`src/hdl/ignition_power_mode_sequencer_defines.svh`:
```
// assertion macros for the ignition power mode sequencer
`ifndef IGNITION_POWER_MODE_SEQUENCER_DEFINES_SVH
`define IGNITION_POWER_MODE_SEQUENCER_DEFINES_SVH

// same-cycle implication, checked out of reset
`define IPMS_ASSERT_IMPL(label, ante, cons, msg) \
    label: assert property (@(posedge i_clk) disable iff (!i_rst_n) (ante) |-> (cons)) \
        else $error(msg);

// next-cycle implication, checked out of reset
`define IPMS_ASSERT_NEXT(label, ante, cons, msg) \
    label: assert property (@(posedge i_clk) disable iff (!i_rst_n) (ante) |=> (cons)) \
        else $error(msg);

`endif

```
`src/hdl/ipms_pkg.sv`:
```
// types and constants of the ignition power mode sequencer
`default_nettype none

package ipms_pkg;

    localparam int TIMER_WIDTH = 16;
    localparam int CMP_WIDTH   = (TIMER_WIDTH > 16) ? TIMER_WIDTH : 16;

    typedef logic [TIMER_WIDTH-1:0] t_timer;
    typedef logic [CMP_WIDTH-1:0]   t_cmp;
    typedef logic [2:0]             t_mode;

    localparam t_mode MODE_NORMAL   = 3'd0;
    localparam t_mode MODE_CHECK    = 3'd1;
    localparam t_mode MODE_PRESLEEP = 3'd2;
    localparam t_mode MODE_OFF      = 3'd3;
    localparam t_mode MODE_SLEEP    = 3'd4;

    localparam int ADDR_WIDTH = 5;
    localparam int DATA_WIDTH = 32;

    localparam logic [2:0] REG_IGN_OFF_DELAY     = 3'd0;
    localparam logic [2:0] REG_BACKLIGHT_DELAY   = 3'd1;
    localparam logic [2:0] REG_CORE_BOOT_TIMEOUT = 3'd2;
    localparam logic [2:0] REG_PRE_SLEEP_TIMEOUT = 3'd3;
    localparam logic [2:0] REG_BUS_LOST_LIMIT    = 3'd4;

    localparam logic [7:0]  RST_IGN_OFF_DELAY     = 8'd200;
    localparam logic [9:0]  RST_BACKLIGHT_DELAY   = 10'd100;
    localparam logic [15:0] RST_CORE_BOOT_TIMEOUT = 16'd3000;
    localparam logic [15:0] RST_PRE_SLEEP_TIMEOUT = 16'd4000;
    localparam logic [15:0] RST_BUS_LOST_LIMIT    = 16'd500;

    typedef struct packed {
        logic hold_released;
        logic transceivers_on;
        logic pre_sleep_flag;
        logic power_down_request;
        logic buzzer_on;
        logic backlight_enable;
        logic core_power_on;
    } t_flags;

    localparam t_flags RST_FLAGS = '{transceivers_on: 1'b1, default: 1'b0};

    typedef struct packed {
        t_flags flags;
        t_mode  power_mode;
    } t_result;

    function automatic t_timer sat_inc(input t_timer t);
        return (t == '1) ? t : t_timer'(t + 1'b1);
    endfunction

endpackage

`default_nettype wire

```
`src/hdl/ignition_power_mode_sequencer.sv`:
```
// ignition power mode sequencer: tick-driven mode control with apb configuration
//
// One tick request is taken per clock cycle while s_axis_tready is high and yields
// exactly one result, written to the result register, or to the skid stage while
// that register holds an untaken one. The whole update of mode, counters and timers
// is one pass of logic between the state registers and the result register; the
// skid stage behind the result register lets a request be taken while a result
// still waits, so s_axis_tready only drops when both hold an untaken result.
// Timers saturate and are compared after incrementing. Registers: 0x00
// ignition-off delay, 0x04 backlight delay, 0x08 core boot timeout, 0x0c pre-sleep
// timeout, 0x10 bus lost limit; write them only while no tick is in flight.
`default_nettype none

`include "ignition_power_mode_sequencer_defines.svh"

module ignition_power_mode_sequencer (
    input  wire logic        i_clk,
    input  wire logic        i_rst_n,
    input  wire logic        s_axis_tvalid,
    output logic             s_axis_tready,
    // ignition_on, door_open, backlight_ready, unit_activated, core_started,
    // close_request, load_jumper, bus_lost_time[15:0], ignition_wake, bus_wake
    input  wire logic [31:0] s_axis_tdata,
    output logic             m_axis_tvalid,
    input  wire logic        m_axis_tready,
    // power_mode[2:0], core_power_on, backlight_enable, buzzer_on,
    // power_down_request, pre_sleep_flag, transceivers_on, hold_released
    output logic [15:0]      m_axis_tdata,
    input  wire logic        psel,
    input  wire logic        penable,
    input  wire logic        pwrite,
    input  wire logic [ipms_pkg::ADDR_WIDTH-1:0] paddr,
    input  wire logic [ipms_pkg::DATA_WIDTH-1:0] pwdata,
    output logic [ipms_pkg::DATA_WIDTH-1:0]      prdata,
    output logic             pready
);

    // configuration
    logic [7:0]  r_ign_off_delay;
    logic [9:0]  r_backlight_delay;
    logic [15:0] r_core_boot_timeout;
    logic [15:0] r_pre_sleep_timeout;
    logic [15:0] r_bus_lost_limit;

    // sequencer state
    ipms_pkg::t_mode  r_cur_mode, n_cur_mode;
    ipms_pkg::t_mode  r_pend_mode, n_pend_mode;
    logic             r_ign_prev;
    logic [7:0]       r_ign_off_cnt, n_ign_off_cnt;
    logic             r_bl_active, n_bl_active;
    logic             r_boot_active, n_boot_active;
    ipms_pkg::t_timer r_bl_timer, n_bl_timer;
    ipms_pkg::t_timer r_boot_timer, n_boot_timer;
    ipms_pkg::t_timer r_ps_timer, n_ps_timer;
    ipms_pkg::t_flags r_flags, n_flags;

    // result and skid stages
    ipms_pkg::t_result r_out, r_skid, n_result;
    logic              r_out_valid, r_skid_valid;

    logic        in_fire, out_fire, cfg_write;
    logic        ign, door, bl_ready, activated, core_started, close_req, jumper;
    logic        ign_wake, bus_wake;
    logic [15:0] bus_lost_time;
    logic [7:0]  cnt_inc;
    ipms_pkg::t_mode enter_mode;

    assign ign           = s_axis_tdata[0];
    assign door          = s_axis_tdata[1];
    assign bl_ready      = s_axis_tdata[2];
    assign activated     = s_axis_tdata[3];
    assign core_started  = s_axis_tdata[4];
    assign close_req     = s_axis_tdata[5];
    assign jumper        = s_axis_tdata[6];
    assign bus_lost_time = s_axis_tdata[22:7];
    assign ign_wake      = s_axis_tdata[23];
    assign bus_wake      = s_axis_tdata[24];

    assign s_axis_tready = !r_skid_valid;
    assign in_fire       = s_axis_tvalid && s_axis_tready;
    assign out_fire      = r_out_valid && m_axis_tready;
    assign m_axis_tvalid = r_out_valid;
    assign m_axis_tdata  = {6'b0, r_out};

    assign pready    = 1'b1;
    assign cfg_write = psel && penable && pwrite && pready;

    always_comb begin
        unique case (paddr[4:2])
            ipms_pkg::REG_IGN_OFF_DELAY:     prdata = {24'b0, r_ign_off_delay};
            ipms_pkg::REG_BACKLIGHT_DELAY:   prdata = {22'b0, r_backlight_delay};
            ipms_pkg::REG_CORE_BOOT_TIMEOUT: prdata = {16'b0, r_core_boot_timeout};
            ipms_pkg::REG_PRE_SLEEP_TIMEOUT: prdata = {16'b0, r_pre_sleep_timeout};
            ipms_pkg::REG_BUS_LOST_LIMIT:    prdata = {16'b0, r_bus_lost_limit};
            default:                         prdata = '0;
        endcase
    end

    always_ff @(posedge i_clk) begin
        if (!i_rst_n) begin
            r_ign_off_delay     <= ipms_pkg::RST_IGN_OFF_DELAY;
            r_backlight_delay   <= ipms_pkg::RST_BACKLIGHT_DELAY;
            r_core_boot_timeout <= ipms_pkg::RST_CORE_BOOT_TIMEOUT;
            r_pre_sleep_timeout <= ipms_pkg::RST_PRE_SLEEP_TIMEOUT;
            r_bus_lost_limit    <= ipms_pkg::RST_BUS_LOST_LIMIT;
        end else if (cfg_write) begin
            unique case (paddr[4:2])
                ipms_pkg::REG_IGN_OFF_DELAY:     r_ign_off_delay     <= pwdata[7:0];
                ipms_pkg::REG_BACKLIGHT_DELAY:   r_backlight_delay   <= pwdata[9:0];
                ipms_pkg::REG_CORE_BOOT_TIMEOUT: r_core_boot_timeout <= pwdata[15:0];
                ipms_pkg::REG_PRE_SLEEP_TIMEOUT: r_pre_sleep_timeout <= pwdata[15:0];
                ipms_pkg::REG_BUS_LOST_LIMIT:    r_bus_lost_limit    <= pwdata[15:0];
                default: ;
            endcase
        end
    end

    // one tick of the sequencer
    always_comb begin
        n_cur_mode    = r_cur_mode;
        n_pend_mode   = r_pend_mode;
        n_bl_active   = r_bl_active;
        n_boot_active = r_boot_active;
        n_bl_timer    = r_bl_timer;
        n_boot_timer  = r_boot_timer;
        n_ps_timer    = r_ps_timer;
        n_flags       = r_flags;
        enter_mode    = ipms_pkg::MODE_OFF;

        // ignition-off count, clamped to the delay
        cnt_inc = (r_ign_off_cnt != 8'hff) ? 8'(r_ign_off_cnt + 1'b1) : r_ign_off_cnt;
        if (!r_ign_prev) begin
            n_ign_off_cnt = (cnt_inc >= r_ign_off_delay) ? r_ign_off_delay : cnt_inc;
        end else begin
            n_ign_off_cnt = '0;
        end

        if (r_cur_mode == r_pend_mode) begin
            unique case (r_cur_mode)
                ipms_pkg::MODE_NORMAL: begin
                    if (!ign && n_ign_off_cnt >= r_ign_off_delay) begin
                        n_pend_mode = ipms_pkg::MODE_PRESLEEP;
                    end
                end
                ipms_pkg::MODE_CHECK: begin
                    if (r_bl_active) n_bl_timer = ipms_pkg::sat_inc(r_bl_timer);
                    if (r_boot_active) n_boot_timer = ipms_pkg::sat_inc(r_boot_timer);
                    if (r_bl_active && ipms_pkg::t_cmp'(n_bl_timer)
                            >= ipms_pkg::t_cmp'(r_backlight_delay)) begin
                        n_bl_active              = 1'b0;
                        n_flags.backlight_enable = 1'b1;
                    end
                    if (bl_ready) begin
                        if (!activated) begin
                            n_pend_mode = ipms_pkg::MODE_NORMAL;
                        end else if (r_boot_active) begin
                            if (ipms_pkg::t_cmp'(n_boot_timer)
                                    >= ipms_pkg::t_cmp'(r_core_boot_timeout)) begin
                                n_boot_timer = '0;
                                if (jumper) n_pend_mode = ipms_pkg::MODE_OFF;
                            end else if (core_started) begin
                                n_boot_active = 1'b0;
                                n_pend_mode   = ipms_pkg::MODE_NORMAL;
                            end
                        end
                    end
                end
                ipms_pkg::MODE_PRESLEEP: begin
                    n_ps_timer = ipms_pkg::sat_inc(r_ps_timer);
                    if (ign) begin
                        n_pend_mode = ipms_pkg::MODE_NORMAL;
                    end else begin
                        if (close_req || ipms_pkg::t_cmp'(n_ps_timer)
                                >= ipms_pkg::t_cmp'(r_pre_sleep_timeout)) begin
                            n_pend_mode = ipms_pkg::MODE_OFF;
                        end
                        if (door) n_ps_timer = '0;
                    end
                end
                ipms_pkg::MODE_OFF: begin
                    if (ign || door) begin
                        n_pend_mode = ipms_pkg::MODE_CHECK;
                    end else if (bus_lost_time > r_bus_lost_limit) begin
                        n_pend_mode = ipms_pkg::MODE_SLEEP;
                    end
                end
                ipms_pkg::MODE_SLEEP: begin
                    if (ign_wake || bus_wake) begin
                        n_flags.hold_released = 1'b0;
                        n_pend_mode           = ipms_pkg::MODE_OFF;
                    end else begin
                        n_flags.hold_released = 1'b1;
                    end
                end
                default: begin
                    n_cur_mode  = ipms_pkg::MODE_OFF;
                    n_pend_mode = ipms_pkg::MODE_OFF;
                end
            endcase
        end else begin
            // leave actions of the old mode
            unique case (r_cur_mode)
                ipms_pkg::MODE_CHECK: begin
                    n_bl_active   = 1'b0;
                    n_boot_active = 1'b0;
                end
                ipms_pkg::MODE_PRESLEEP: n_flags.pre_sleep_flag = 1'b0;
                ipms_pkg::MODE_SLEEP: begin
                    n_ign_off_cnt           = '0;
                    n_flags.transceivers_on = 1'b1;
                    n_flags.hold_released   = 1'b0;
                end
                default: ;
            endcase

            enter_mode  = (r_pend_mode <= ipms_pkg::MODE_SLEEP) ? r_pend_mode
                                                               : ipms_pkg::MODE_OFF;
            n_cur_mode  = enter_mode;
            n_pend_mode = enter_mode;

            // enter actions of the new mode
            unique case (enter_mode)
                ipms_pkg::MODE_CHECK: begin
                    n_flags.core_power_on      = 1'b1;
                    n_flags.power_down_request = 1'b0;
                    n_flags.buzzer_on          = 1'b1;
                    n_boot_active              = 1'b1;
                    n_boot_timer               = '0;
                    n_bl_active                = 1'b1;
                    n_bl_timer                 = '0;
                end
                ipms_pkg::MODE_PRESLEEP: begin
                    n_flags.pre_sleep_flag     = 1'b1;
                    n_flags.power_down_request = 1'b1;
                    n_ps_timer                 = '0;
                end
                ipms_pkg::MODE_OFF: begin
                    n_bl_active              = 1'b0;
                    n_flags.backlight_enable = 1'b0;
                    n_flags.core_power_on    = 1'b0;
                end
                ipms_pkg::MODE_SLEEP: begin
                    n_flags.transceivers_on = 1'b0;
                    n_flags.buzzer_on       = 1'b0;
                end
                default: ;
            endcase
        end

        n_result.power_mode = n_cur_mode;
        n_result.flags      = n_flags;
    end

    always_ff @(posedge i_clk) begin
        if (!i_rst_n) begin
            r_cur_mode    <= ipms_pkg::MODE_PRESLEEP;
            r_pend_mode   <= ipms_pkg::MODE_PRESLEEP;
            r_ign_prev    <= 1'b0;
            r_ign_off_cnt <= '0;
            r_bl_active   <= 1'b0;
            r_boot_active <= 1'b0;
            r_bl_timer    <= '0;
            r_boot_timer  <= '0;
            r_ps_timer    <= '0;
            r_flags       <= ipms_pkg::RST_FLAGS;
        end else if (in_fire) begin
            r_cur_mode    <= n_cur_mode;
            r_pend_mode   <= n_pend_mode;
            r_ign_prev    <= ign;
            r_ign_off_cnt <= n_ign_off_cnt;
            r_bl_active   <= n_bl_active;
            r_boot_active <= n_boot_active;
            r_bl_timer    <= n_bl_timer;
            r_boot_timer  <= n_boot_timer;
            r_ps_timer    <= n_ps_timer;
            r_flags       <= n_flags;
        end
    end

    // result register and skid stage
    always_ff @(posedge i_clk) begin
        if (!i_rst_n) begin
            r_out_valid  <= 1'b0;
            r_skid_valid <= 1'b0;
        end else if (out_fire) begin
            if (r_skid_valid) begin
                r_skid_valid <= 1'b0;
            end else if (!in_fire) begin
                r_out_valid <= 1'b0;
            end
        end else if (in_fire) begin
            if (r_out_valid) begin
                r_skid_valid <= 1'b1;
            end else begin
                r_out_valid <= 1'b1;
            end
        end
    end

    always_ff @(posedge i_clk) begin
        if (out_fire) begin
            if (r_skid_valid) begin
                r_out <= r_skid;
            end else if (in_fire) begin
                r_out <= n_result;
            end
        end else if (in_fire) begin
            if (r_out_valid) begin
                r_skid <= n_result;
            end else begin
                r_out <= n_result;
            end
        end
    end

    `IPMS_ASSERT_IMPL(a_skid_behind_out, r_skid_valid, r_out_valid,
        "skid stage holds a result with the output register empty")
    `IPMS_ASSERT_NEXT(a_stall_to_skid, in_fire && r_out_valid && !m_axis_tready,
        r_skid_valid, "request taken during a stall was not parked in the skid stage")
    `IPMS_ASSERT_IMPL(a_hold_only_sleep, r_flags.hold_released,
        r_cur_mode == ipms_pkg::MODE_SLEEP, "hold released outside sleep")
    `IPMS_ASSERT_IMPL(a_xcvr_off_only_sleep, !r_flags.transceivers_on,
        r_cur_mode == ipms_pkg::MODE_SLEEP, "transceivers off outside sleep")

endmodule

`default_nettype wire

```
`config.mk`:
```
export PLATFORM = sky130hd
export DESIGN_NAME = ignition_power_mode_sequencer
export DESIGN_NICKNAME = d
export VERILOG_FILES = /design/src/hdl/ipms_pkg.sv /design/src/hdl/ignition_power_mode_sequencer.sv
export VERILOG_INCLUDE_DIRS = /design/src /design/src/hdl
export SDC_FILE = /design/constraint.sdc
export NUM_CORES = 1
export LEC_CHECK = 0
export BUFFER_PORTS_ARGS = -buffer_cell sky130_fd_sc_hd__buf_4
export CAP_MARGIN = 10
export CORE_MARGIN = 5
export CORE_UTILIZATION = 35
export DETAILED_ROUTE_END_ITERATION = 10
export REMOVE_ABC_BUFFERS = 1
export SYNTH_ARGS = -nofsm -noshare
export SYNTH_HDL_FRONTEND = slang
export SYNTH_SLANG_ARGS = --single-unit
export TNS_END_PERCENT = 20
```
`constraint.sdc`:
```
create_clock -name i_clk -period 10.9 [get_ports i_clk]
set_input_delay 2.18 -clock i_clk [delete_from_list [all_inputs] [get_ports i_clk]]
set_output_delay 2.18 -clock i_clk [all_outputs]
set_load 0.02 [all_outputs]
```
==> results of run 1 <==
==> worst max-delay path by stage <==
stage,endpoint,start,cells past startpoint,slack [ps]
after floorplan,prdata[10],paddr[3],3,5280
after detailed placement,prdata[11],paddr[3],6,4390
after global routing,prdata[11],paddr[3],6,4110
after CTS,prdata[11],paddr[3],6,4340
final,prdata[11],paddr[3],6,4240
after global placement,prdata[11],paddr[3],6,4360
==> cells by family after synthesis <==
kind of cell             Yosys count  synth area share
multiplexers                      40           0.04083
AND/OR/NAND/NOR                  476            0.2193
adder cells (fa/ha/maj)           78           0.09479
flip-flops                       160            0.3305
other                              2         0.0007294
buffers and inverters            185           0.08227
XOR/XNOR                          38           0.03232
AO/OA/AOI/OAI                    318            0.1992
==> sequential cells by signal, indices dropped and copies added, names as in the netlist <==
name,flops
m_axis_tdata,10
r_bus_lost_limit,16
r_cur_mode,3
r_skid_valid,1
r_skid,10
r_backlight_delay,10
r_bl_active,1
r_pre_sleep_timeout,16
r_pend_mode,3
r_boot_timer,16
r_ign_off_cnt,8
r_core_boot_timeout,16
r_bl_timer,16
r_ps_timer,16
r_flags,7
r_boot_active,1
r_ign_off_delay,8
r_ign_prev,1
m_axis_tvalid,1
==> per-layer routing <==
layer	track usage	part of all wire	vias up
li1	-	-	4629
met1	0.2495	0.48	4413
met2	0.2853	0.45	241
met3	0.03121	0.050	38
met4	0.04623	0.018	0
met5	0	0	-
==> tightest hold or removal path: stages, from the launching register on <==
cell and delay [ps]:
dfxtp_1 330, nand2_1 60, a21oi_1 50
==> final cells by class <==
class / instances / area, µm²
Timing Repair Buffer: 84 / 630.6
Tap cell: 384 / 480.5
Fill cell: 3019 / 17330
Clock inverter: 15 / 122.6
Clock buffer: 17 / 425.4
Multi-Input combinational cell: 973 / 6130
Inverter: 90 / 337.8
Sequential cell: 160 / 3403
==> per-stage QoR <==
stage,setup WS [ps],std cells
global route,4110,1723
CTS,4338,1723
detailed placement,4389,1691
floorplan,5278,1223
global placement,4364,1691
finish,4238,1723
==> cell usage in the layout, fill, tap and decap left out, drive strengths merged, types with 14 or more instances in the layout <==
cell type    n
clkbuf      17
mux2i       33
nor3        33
a21oi      112
xnor2       28
o21ai       52
nand4       21
and3        15
conb        23
dfxtp      140
edfxtp      20
nand3       66
a21o        14
inv         98
buf         84
o211ai      35
ha          78
nor2       100
nand2      176
==> report_power, final <==
group,switching [W],internal [W]
sequential,0.0000161,0.000617
combinational,0.000134,0.0000700
clock,0.000275,0.000298
total,0.000426,0.000985
==> impl_metrics.ini, run 1 <==
[setup_path]
path_cells = buf_4, nor2b_1, and2_0, nand2_1, o21ai_0, buf_4
reg2reg_slack_ps = 5750
rr_startpoint = r_ign_off_cnt[0]$_SDFFE_PN0P_
cp_common_cell = buf_4
critPathSlowestCell = nor2b_1
r2r_end = r_pend_mode[0]$_SDFFE_PN0P_
cpPeakStageDelay_ps = 950
crit_buf_inv = 2
cp.arrival_ps = 4480
required_ps = 8720
r2r_cells = 20
cp-end-kind = primary output
critical_path_class = in -> out
crit_family = simple AND/OR/NAND/NOR gates
crit_path_start_kind = input pin
critical_path_peak_fanout = 24

[cells_and_area]
diodes = 0
final_nets = 1480
layout-drive-gt1-share = 0.1128
fin_util = 0.3995
area_growth_pct = 11.98
fin_area_um2 = 11530

[placed_design]
portBuffers = 78
placed_cell_area_um2 = 10980
gp_congestion = 0.8895
dp_hpwl_mm = 21.97

[clock_tree]
hold_buffers = 0
path_clk_slew_ps = 70
cts_resized = 0
cts_setup_buffers = 0
cts_root_buf = clkbuf_16
cts_buffers = 17
cts_max_level = 4
clk_latency_ps = 440
cts_tree = yes
cts_max_path_buffers = 2
cts.sinks = 160

[yosys]
synth_top_area_frac = 0.2722
ys_seq_area_frac = 0.3305
synthArstFlopShare = 0
avgSynthCellArea_um2 = 7.938
synth-seq-cells = 160
yosys.cell_count.top_type = nand2_1
ys_top_cells_by_count = nand2_1, dfxtp_1, a21oi_1
synth_cells = 1297
ys_warn_count = 0
syn_area_um2 = 10300
synth-main-ff-cell = dfxtp_1
synth_cell_types = 71
synth_edf_count = 20
synth_top_area_cell = dfxtp_1
synth_area_leaders = dfxtp_1, ha_1, nand2_1

[detailed_routing]
dr.pass1.iters = 5
route.final.wire_length_mm = 29.59
vias = 9321
post-route-drc-count = 0
first_iter_violations = 746
wl_per_cell_um = 17.17
via_per_inst = 5.410
antenna_left = 0

[sta]
rsz0062_at_grt = false
post-route-period-util = 0.6112
setup_viol = 0
timing.fmax_mhz = 150.1
skew_ps = 9.454
slew_headroom = 0.1916
slew_viol_final = 0
fin_crit_ps = 6662
fin_tns_setup_ps = 0
hold-worst-slack_ps = 481.8
hold_viol_final = 0
worst_pin_slew_ps = 1207

[floorplan]
rows = 62
die_x_um = 181.5
dieHeight_um = 181.5
die-area_um2 = 32950
start_util = 0.3568
num_io_pins = 127
core_um2 = 28860

[global_route]
gr-total-overflow = 0
grt_pass1_vias = 8860
grt_pass1_wl_mm = 47.71
track_usage = 0.1783
grt_max_degree = 59
antenna_found_initial = 0

[worst_hold_path]
min_path_type = reg -> reg
hold_start = r_pre_sleep_timeout[12]$_SDFFE_PN0P_
hold_depth = 2
hold_end = r_pre_sleep_timeout[12]$_SDFFE_PN0P_

[power_and_ir_drop]
p_per_area_nw_per_um2 = 122.4
leakagePower_nw = 4.659
peakVddDrop_mv = 0.09978
p_total_w = 0.001411

[job]
drv_cap = 0

[run_status]
status = finished, final reports clean
Note: power is estimated with default switching activity, not from simulation.
==> run 2: changes to the inputs <==
--- a/config.mk
+++ b/config.mk
@@ -6,6 +6,7 @@
 export SDC_FILE = /design/constraint.sdc
 export NUM_CORES = 1
 export LEC_CHECK = 0
+export ABC_AREA = 1
 export BUFFER_PORTS_ARGS = -buffer_cell sky130_fd_sc_hd__buf_4
 export CAP_MARGIN = 10
 export CORE_MARGIN = 5
==> constraint.sdc (replaced) <==
create_clock -name i_clk -period 6.61 [get_ports i_clk]
set_input_delay 1.322 -clock i_clk [delete_from_list [all_inputs] [get_ports i_clk]]
set_output_delay 1.322 -clock i_clk [all_outputs]
set_load 0.02 [all_outputs]
==> run 2 against run 1 <==
Against the previous run:
- hold slack worse by 7.7 ps
- combinational power is 71% higher
- utilization increased by 0.27 points
- sequential cell count is the same
- via count is 2.3% lower
- largest power group unchanged
- clock power grew 78%
- synthesized cell count increased by 9.2%
- non-clock buffer count unchanged
- routed wire length fell by 8.0%
- clock skew grew 5.7 ps
- highest routed layer unchanged
- final cell count increased by 8.6%
==> impl_metrics.ini, run 2 <==
[worst_hold_path]
hold_depth = 2
hold_start = r_boot_timer[15]$_SDFFE_PN0P_
min_path_type = reg -> reg
hold_end = r_boot_timer[15]$_SDFFE_PN0P_

[detailed_routing]
post-route-drc-count = 0
antenna_left = 0
vias = 9106
first_iter_violations = 581
wl_per_cell_um = 14.54
m1WireLength_mm = 12.53
via_per_inst = 4.864
dr.pass1.iters = 6
dr.max_layer_used = met4
wl_met3_mm = 1.295
route.final.wire_length_mm = 27.22
dr_wl_met2_mm = 13.01

[yosys]
yosys.cell_count.top_type = nand2_1
ys_warn_count = 0
synth_area_leaders = dfxtp_1, nand2_1, ha_1
ys_seq_area_frac = 0.3386
synth-main-ff-cell = dfxtp_1
ys_top_cells_by_count = nand2_1, inv_1, a21oi_1
synth_cell_types = 55
synth_top_area_frac = 0.2788
synth_edf_count = 20
avgSynthCellArea_um2 = 7.098
syn_area_um2 = 10050
synth_cells = 1416
synth_top_area_cell = dfxtp_1
synthArstFlopShare = 0
synth-seq-cells = 160

[power_and_ir_drop]
p_sw_frac = 0.2942
clkPwrFrac = 0.422
p_per_area_nw_per_um2 = 209.7
peakVddDrop_mv = 0.1643
power_switching_w = 0.0007086
seqPwrFrac = 0.433
p_int_w = 0.001700
leakagePower_nw = 5.094
p_comb_frac = 0.145

[placed_design]
dp_hpwl_mm = 20.75
placed_cell_area_um2 = 10880
portBuffers = 78
dp_cells = 1839
gp_congestion = 0.8833
pre_cts_ws_ps = 2235

[sta]
hold-worst-slack_ps = 474.1
slew_headroom = 0.2512
fin_crit_ps = 4428
setup_viol = 0
slew_viol_final = 0
hold_viol_final = 0
fin_ws_ps = 2182
rsz0062_at_grt = false
post-route-period-util = 0.6699
worst_pin_slew_ps = 1120
skew_ps = 15.20
fin_tns_setup_ps = 0
timing.fmax_mhz = 225.8

[setup_path]
cp.arrival_ps = 3110
critical_path_class = in -> out
critical_path_peak_fanout = 14
cp-end-kind = primary output
path_cells = buf_4, nor3_1, inv_1, o21ai_0, buf_4
r2r_end = r_pend_mode[1]$_SDFFE_PN1P_
reg2reg_slack_ps = 2280
crit_path_start_kind = input pin
crit_family = buffers and inverters
rr_startpoint = r_ign_off_cnt[0]$_SDFFE_PN0P_
critPathSlowestCell = o21ai_0
cpPeakStageDelay_ps = 520
required_ps = 5290
crit_buf_inv = 3
cp_common_cell = buf_4
r2r_cells = 37

[job]
drv_cap = 0

[global_route]
grt_max_degree = 68
track_usage = 0.1666
antenna_found_initial = 1
grt_pass1_vias = 8738
grt_pass1_wl_mm = 44.46
gr-total-overflow = 0

[cells_and_area]
layout-drive-gt1-share = 0.1177
layout.cells.most_common = nand2_1
most-common-layout-cells = nand2_1, inv_1, a21oi_1, dfxtp_1, o21ai_0
fin_area_um2 = 11480
post_layout_nonfiller_instances = 1872
final_nets = 1628
area_growth_pct = 14.25

[floorplan]
dieHeight_um = 179.5
num_io_pins = 127
core_um2 = 28550
die-area_um2 = 32210
die_x_um = 179.5
rows = 62
start_util = 0.3521

[clock_tree]
path_clk_slew_ps = 70
cts_max_path_buffers = 2
cts_setup_buffers = 0
cts_max_level = 4
cts_resized = 0
cts_root_buf = clkbuf_16
cts_tree = yes
hold_buffers = 0
cts.sinks = 160
clk_latency_ps = 430
cts_buffers = 17

[run_status]
status = finished, final reports clean
-- run 2: through the flow --
stage / power [W] / util
after detailed placement: 0.001413 / 0.3812
final: 0.002408 / 0.4023
after global placement: 0.001407 / 0.3812
after global routing: 0.002512 / 0.4023
after CTS: 0.002430 / 0.4022
after floorplan: 0.001273 / -
-- run 2: layout make-up --
cell class / instances / area [µm²]
diodes: 1 / 2.502
clock buffers: 17 / 425.4
clock inverters: 15 / 172.7
fillers: 3028 / 17060
inverters: 216 / 810.8
multi-input cells: 995 / 5558
flip-flops and latches: 160 / 3403
well taps: 384 / 480.5
repair buffers: 84 / 630.6
-- run 2: kinds of logic (layout without fill, tap and decap cells) --
logic type / after synthesis / count (layout) / share of synthesized area
compound gates: 311 / 311 / 0.1734
simple gates: 543 / 543 / 0.2384
flops: 160 / 160 / 0.3386
xor+xnor: 39 / 39 / 0.03399
other cells: 2 / 24 / 0.0007472
fa+ha+maj: 78 / 78 / 0.09710
mux: 1 / 1 / 0.001493
buf+inv: 282 / 332 / 0.1163
-- run 2: worst min-delay path, cell delays in order, from the launching register on --
cell	delay, ps
dfxtp_1	310
nand2_1	60
a21oi_1	50
-- run 2: how the worst max path moves through the flow --
| stage | from | end | slack (ps) | cells after the start |
|---|---|---|---|---|
| 2_1_floorplan | paddr[2] | prdata[3] | 2560 | 6 |
| 3_3_place_gp | paddr[2] | prdata[3] | 2200 | 5 |
| 3_5_place_dp | paddr[2] | prdata[3] | 2230 | 5 |
| 4_1_cts | paddr[2] | prdata[3] | 2220 | 5 |
| 5_1_grt | r_ign_off_cnt[0]$_SDFFE_PN0P_ | r_pend_mode[2]$_SDFFE_PN0P_ | 1570 | 37 |
| 6_report | paddr[2] | prdata[5] | 2180 | 5 |
-- run 2: power by group through the flow --
stage / Combinational [W] / Clock, W / Sequential [W]
floorplan: 0.000203 / 0 / 0.00107
global placement: 0.000344 / 0 / 0.00106
detailed placement: 0.000349 / 0 / 0.00106
CTS: 0.000351 / 0.00104 / 0.00104
global route: 0.000390 / 0.00108 / 0.00105
finish: 0.000349 / 0.00102 / 0.00104
-- run 2: per-layer routing --
layer	GRT usage	vias up
met2	0.2856	190
met5	0	-
li1	-	4722
met3	0.03335	24
met1	0.2150	4170
met4	0.04358	0
==> run 3: changes to the inputs <==
==> constraint.sdc (replaced) <==
create_clock -name i_clk -period 3.8 [get_ports i_clk]
set_input_delay 0.76 -clock i_clk [delete_from_list [all_inputs] [get_ports i_clk]]
set_output_delay 0.76 -clock i_clk [all_outputs]
set_load 0.02 [all_outputs]
==> run 3 against run 2 <==
Against the previous run:
- non-clock buffer count rose by 31
- largest cell class unchanged
- die area stayed put
- hold slack barely moved
- via count rose by 0.81%
- global-route usage up 0.21 points
- critical endpoint is now r_pend_mode[0]$_SDFFE_PN0P_
- critical path depth is 29 higher
- final cell count grew 1.6%
- clock power grew 66%
- sequential power is 74% higher
- clock skew rose by 1.7 ps
- sequential share of layout area decreased by 0.73 points
==> impl_metrics.ini, run 3 (same netlist as run 2, synthesis figures left out) <==
[power_and_ir_drop]
seqPwrFrac = 0.437
p_sw_frac = 0.3083
p_total_w = 0.004141
p_comb_frac = 0.155
power_switching_w = 0.001276
leakagePower_nw = 5.279
p_per_area_nw_per_um2 = 351.5
peakVddDrop_mv = 0.3238
clkPwrFrac = 0.407
p_int_w = 0.002864

[global_route]
track_usage = 0.1687
grt_max_degree = 67
grt_pass1_wl_mm = 44.97
gr-total-overflow = 0
grt_pass1_vias = 8653
antenna_found_initial = 0

[clock_tree]
cts_buffers = 17
cts_max_path_buffers = 2
cts_root_buf = clkbuf_16
path_clk_slew_ps = 70
cts_max_level = 4
cts_tree = yes
cts.sinks = 160
clk_latency_ps = 440
hold_buffers = 0

[sta]
hold_viol_final = 0
worst_pin_slew_ps = 889.5
timing.fmax_mhz = 268.4
rsz0062_at_grt = true
post-route-period-util = 0.9806
slew_viol_final = 0
setup_viol = 0
slew_headroom = 0.4056
fin_crit_ps = 3726
skew_ps = 16.91

[cells_and_area]
final_nets = 1659
area_growth_pct = 17.22
fillCellCount = 3002
diodes = 0
layout.cells.most_common = nand2_1
most-common-layout-cells = nand2_1, inv_1, a21oi_1, dfxtp_1, buf_4
fin_util = 0.4127
layout-drive-gt1-share = 0.1489

[floorplan]
rows = 62
start_util = 0.3521
die_x_um = 179.5
die-area_um2 = 32210
num_io_pins = 127
core_um2 = 28550
dieHeight_um = 179.5

[detailed_routing]
first_iter_violations = 525
route.final.wire_length_mm = 27.62
dr.pass1.iters = 7
via_per_inst = 4.826
antenna_left = 0
post-route-drc-count = 0
vias = 9180
wl_per_cell_um = 14.52

[placed_design]
gp_congestion = 0.8729
dp_hpwl_mm = 21.10
portBuffers = 78

[run_status]
status = finished, final reports clean

[setup_path]
cp.arrival_ps = 4060
critical_path_peak_fanout = 4
cpPeakStageDelay_ps = 350
crit_path_start_kind = flop
cp_common_cell = nand2_1
critical_path_class = reg -> reg
critPathSlowestCell = dfxtp_2
required_ps = 4130
cp-end-kind = flop
r2r_cells = 34

[worst_hold_path]
hold_depth = 2
min_path_type = reg -> reg

[job]
drv_cap = 0
## run 3: changes by cell type in the layout (fill, tap and decap cells not counted), moves of 3 or more
cell	previous run	this run
o21ai_1	6	10
o21ai_0	97	93
clkinvlp_4	4	1
inv_1	201	198
inv_2	12	15
nor2_1	92	88
buf_4	84	113
nand2_2	12	19
nand2_1	309	301
## run 3: through the flow
stage	hold slack [ps]	setup slack (ps)	cell area (µm²)	setup TNS (ps)	cells
5_1_grt	505.3	-233.5	11780	-676.8	1902
2_1_floorplan	441.5	81.38	9772	0	1371
4_1_cts	472.6	6.468	11650	0	1897
3_5_place_dp	462.4	-2.479	11070	-2.479	1864
3_3_place_gp	453.2	2.792	11070	0	1864
6_report	473.9	73.85	11780	0	1902
## run 3: per-layer routing
layer,global-route usage,wire (µm),share of wire,up-vias
li1,-,-,-,4786
met1,0.2261,13020,0.47,4166
met2,0.2779,12740,0.46,197
met3,0.02809,1268,0.046,31
met4,0.05517,596,0.022,0
met5,0,0,0,-
## run 3: worst paths after layout
kind	start	end	slack [ps]
worst max-delay path	r_ign_off_cnt[1]$_SDFFE_PN0P_	r_pend_mode[0]$_SDFFE_PN0P_	70
worst min-delay path	r_boot_timer[15]$_SDFFE_PN0P_	r_boot_timer[15]$_SDFFE_PN0P_	470
worst max register to register	r_ign_off_cnt[1]$_SDFFE_PN0P_	r_pend_mode[0]$_SDFFE_PN0P_	70
worst min register to register	r_boot_timer[15]$_SDFFE_PN0P_	r_boot_timer[15]$_SDFFE_PN0P_	470
## run 3: layout make-up
cell class	count	area [µm²]	share of cell area
tap	384	480.5	0.04078
multi-input combinational	995	5643	0.4790
sequential	160	3406	0.2891
timing repair buffer	115	870.8	0.07392
inverter	216	810.8	0.06882
clock inverter	14	141.4	0.01200
clock buffer	18	429.2	0.03643
## run 3: repair_timing
item	in CTS	in global routing
pin swaps	1	23
resized for setup	2	30
buffers inserted	1	5
endpoints found under the setup margin	3	10
## run 3: worst max-delay path: cells and delay by family (launching register included)
kind | cells | cell delay [ps]
flip-flops | 1 | 350
buffers and inverters | 8 | 560
AO/OA/AOI/OAI | 3 | 390
adder cells (fa/ha/maj) | 3 | 670
AND/OR/NAND/NOR | 20 | 1640
## run 3: power groups by stage
stage	clock network, W	registers, W	logic (W)
6_report	0.00169	0.00181	0.000643
3_5_place_dp	0	0.00185	0.000622
3_3_place_gp	0	0.00185	0.000617
2_1_floorplan	0	0.00186	0.000353
4_1_cts	0.00172	0.00181	0.000627
5_1_grt	0.00180	0.00182	0.000715
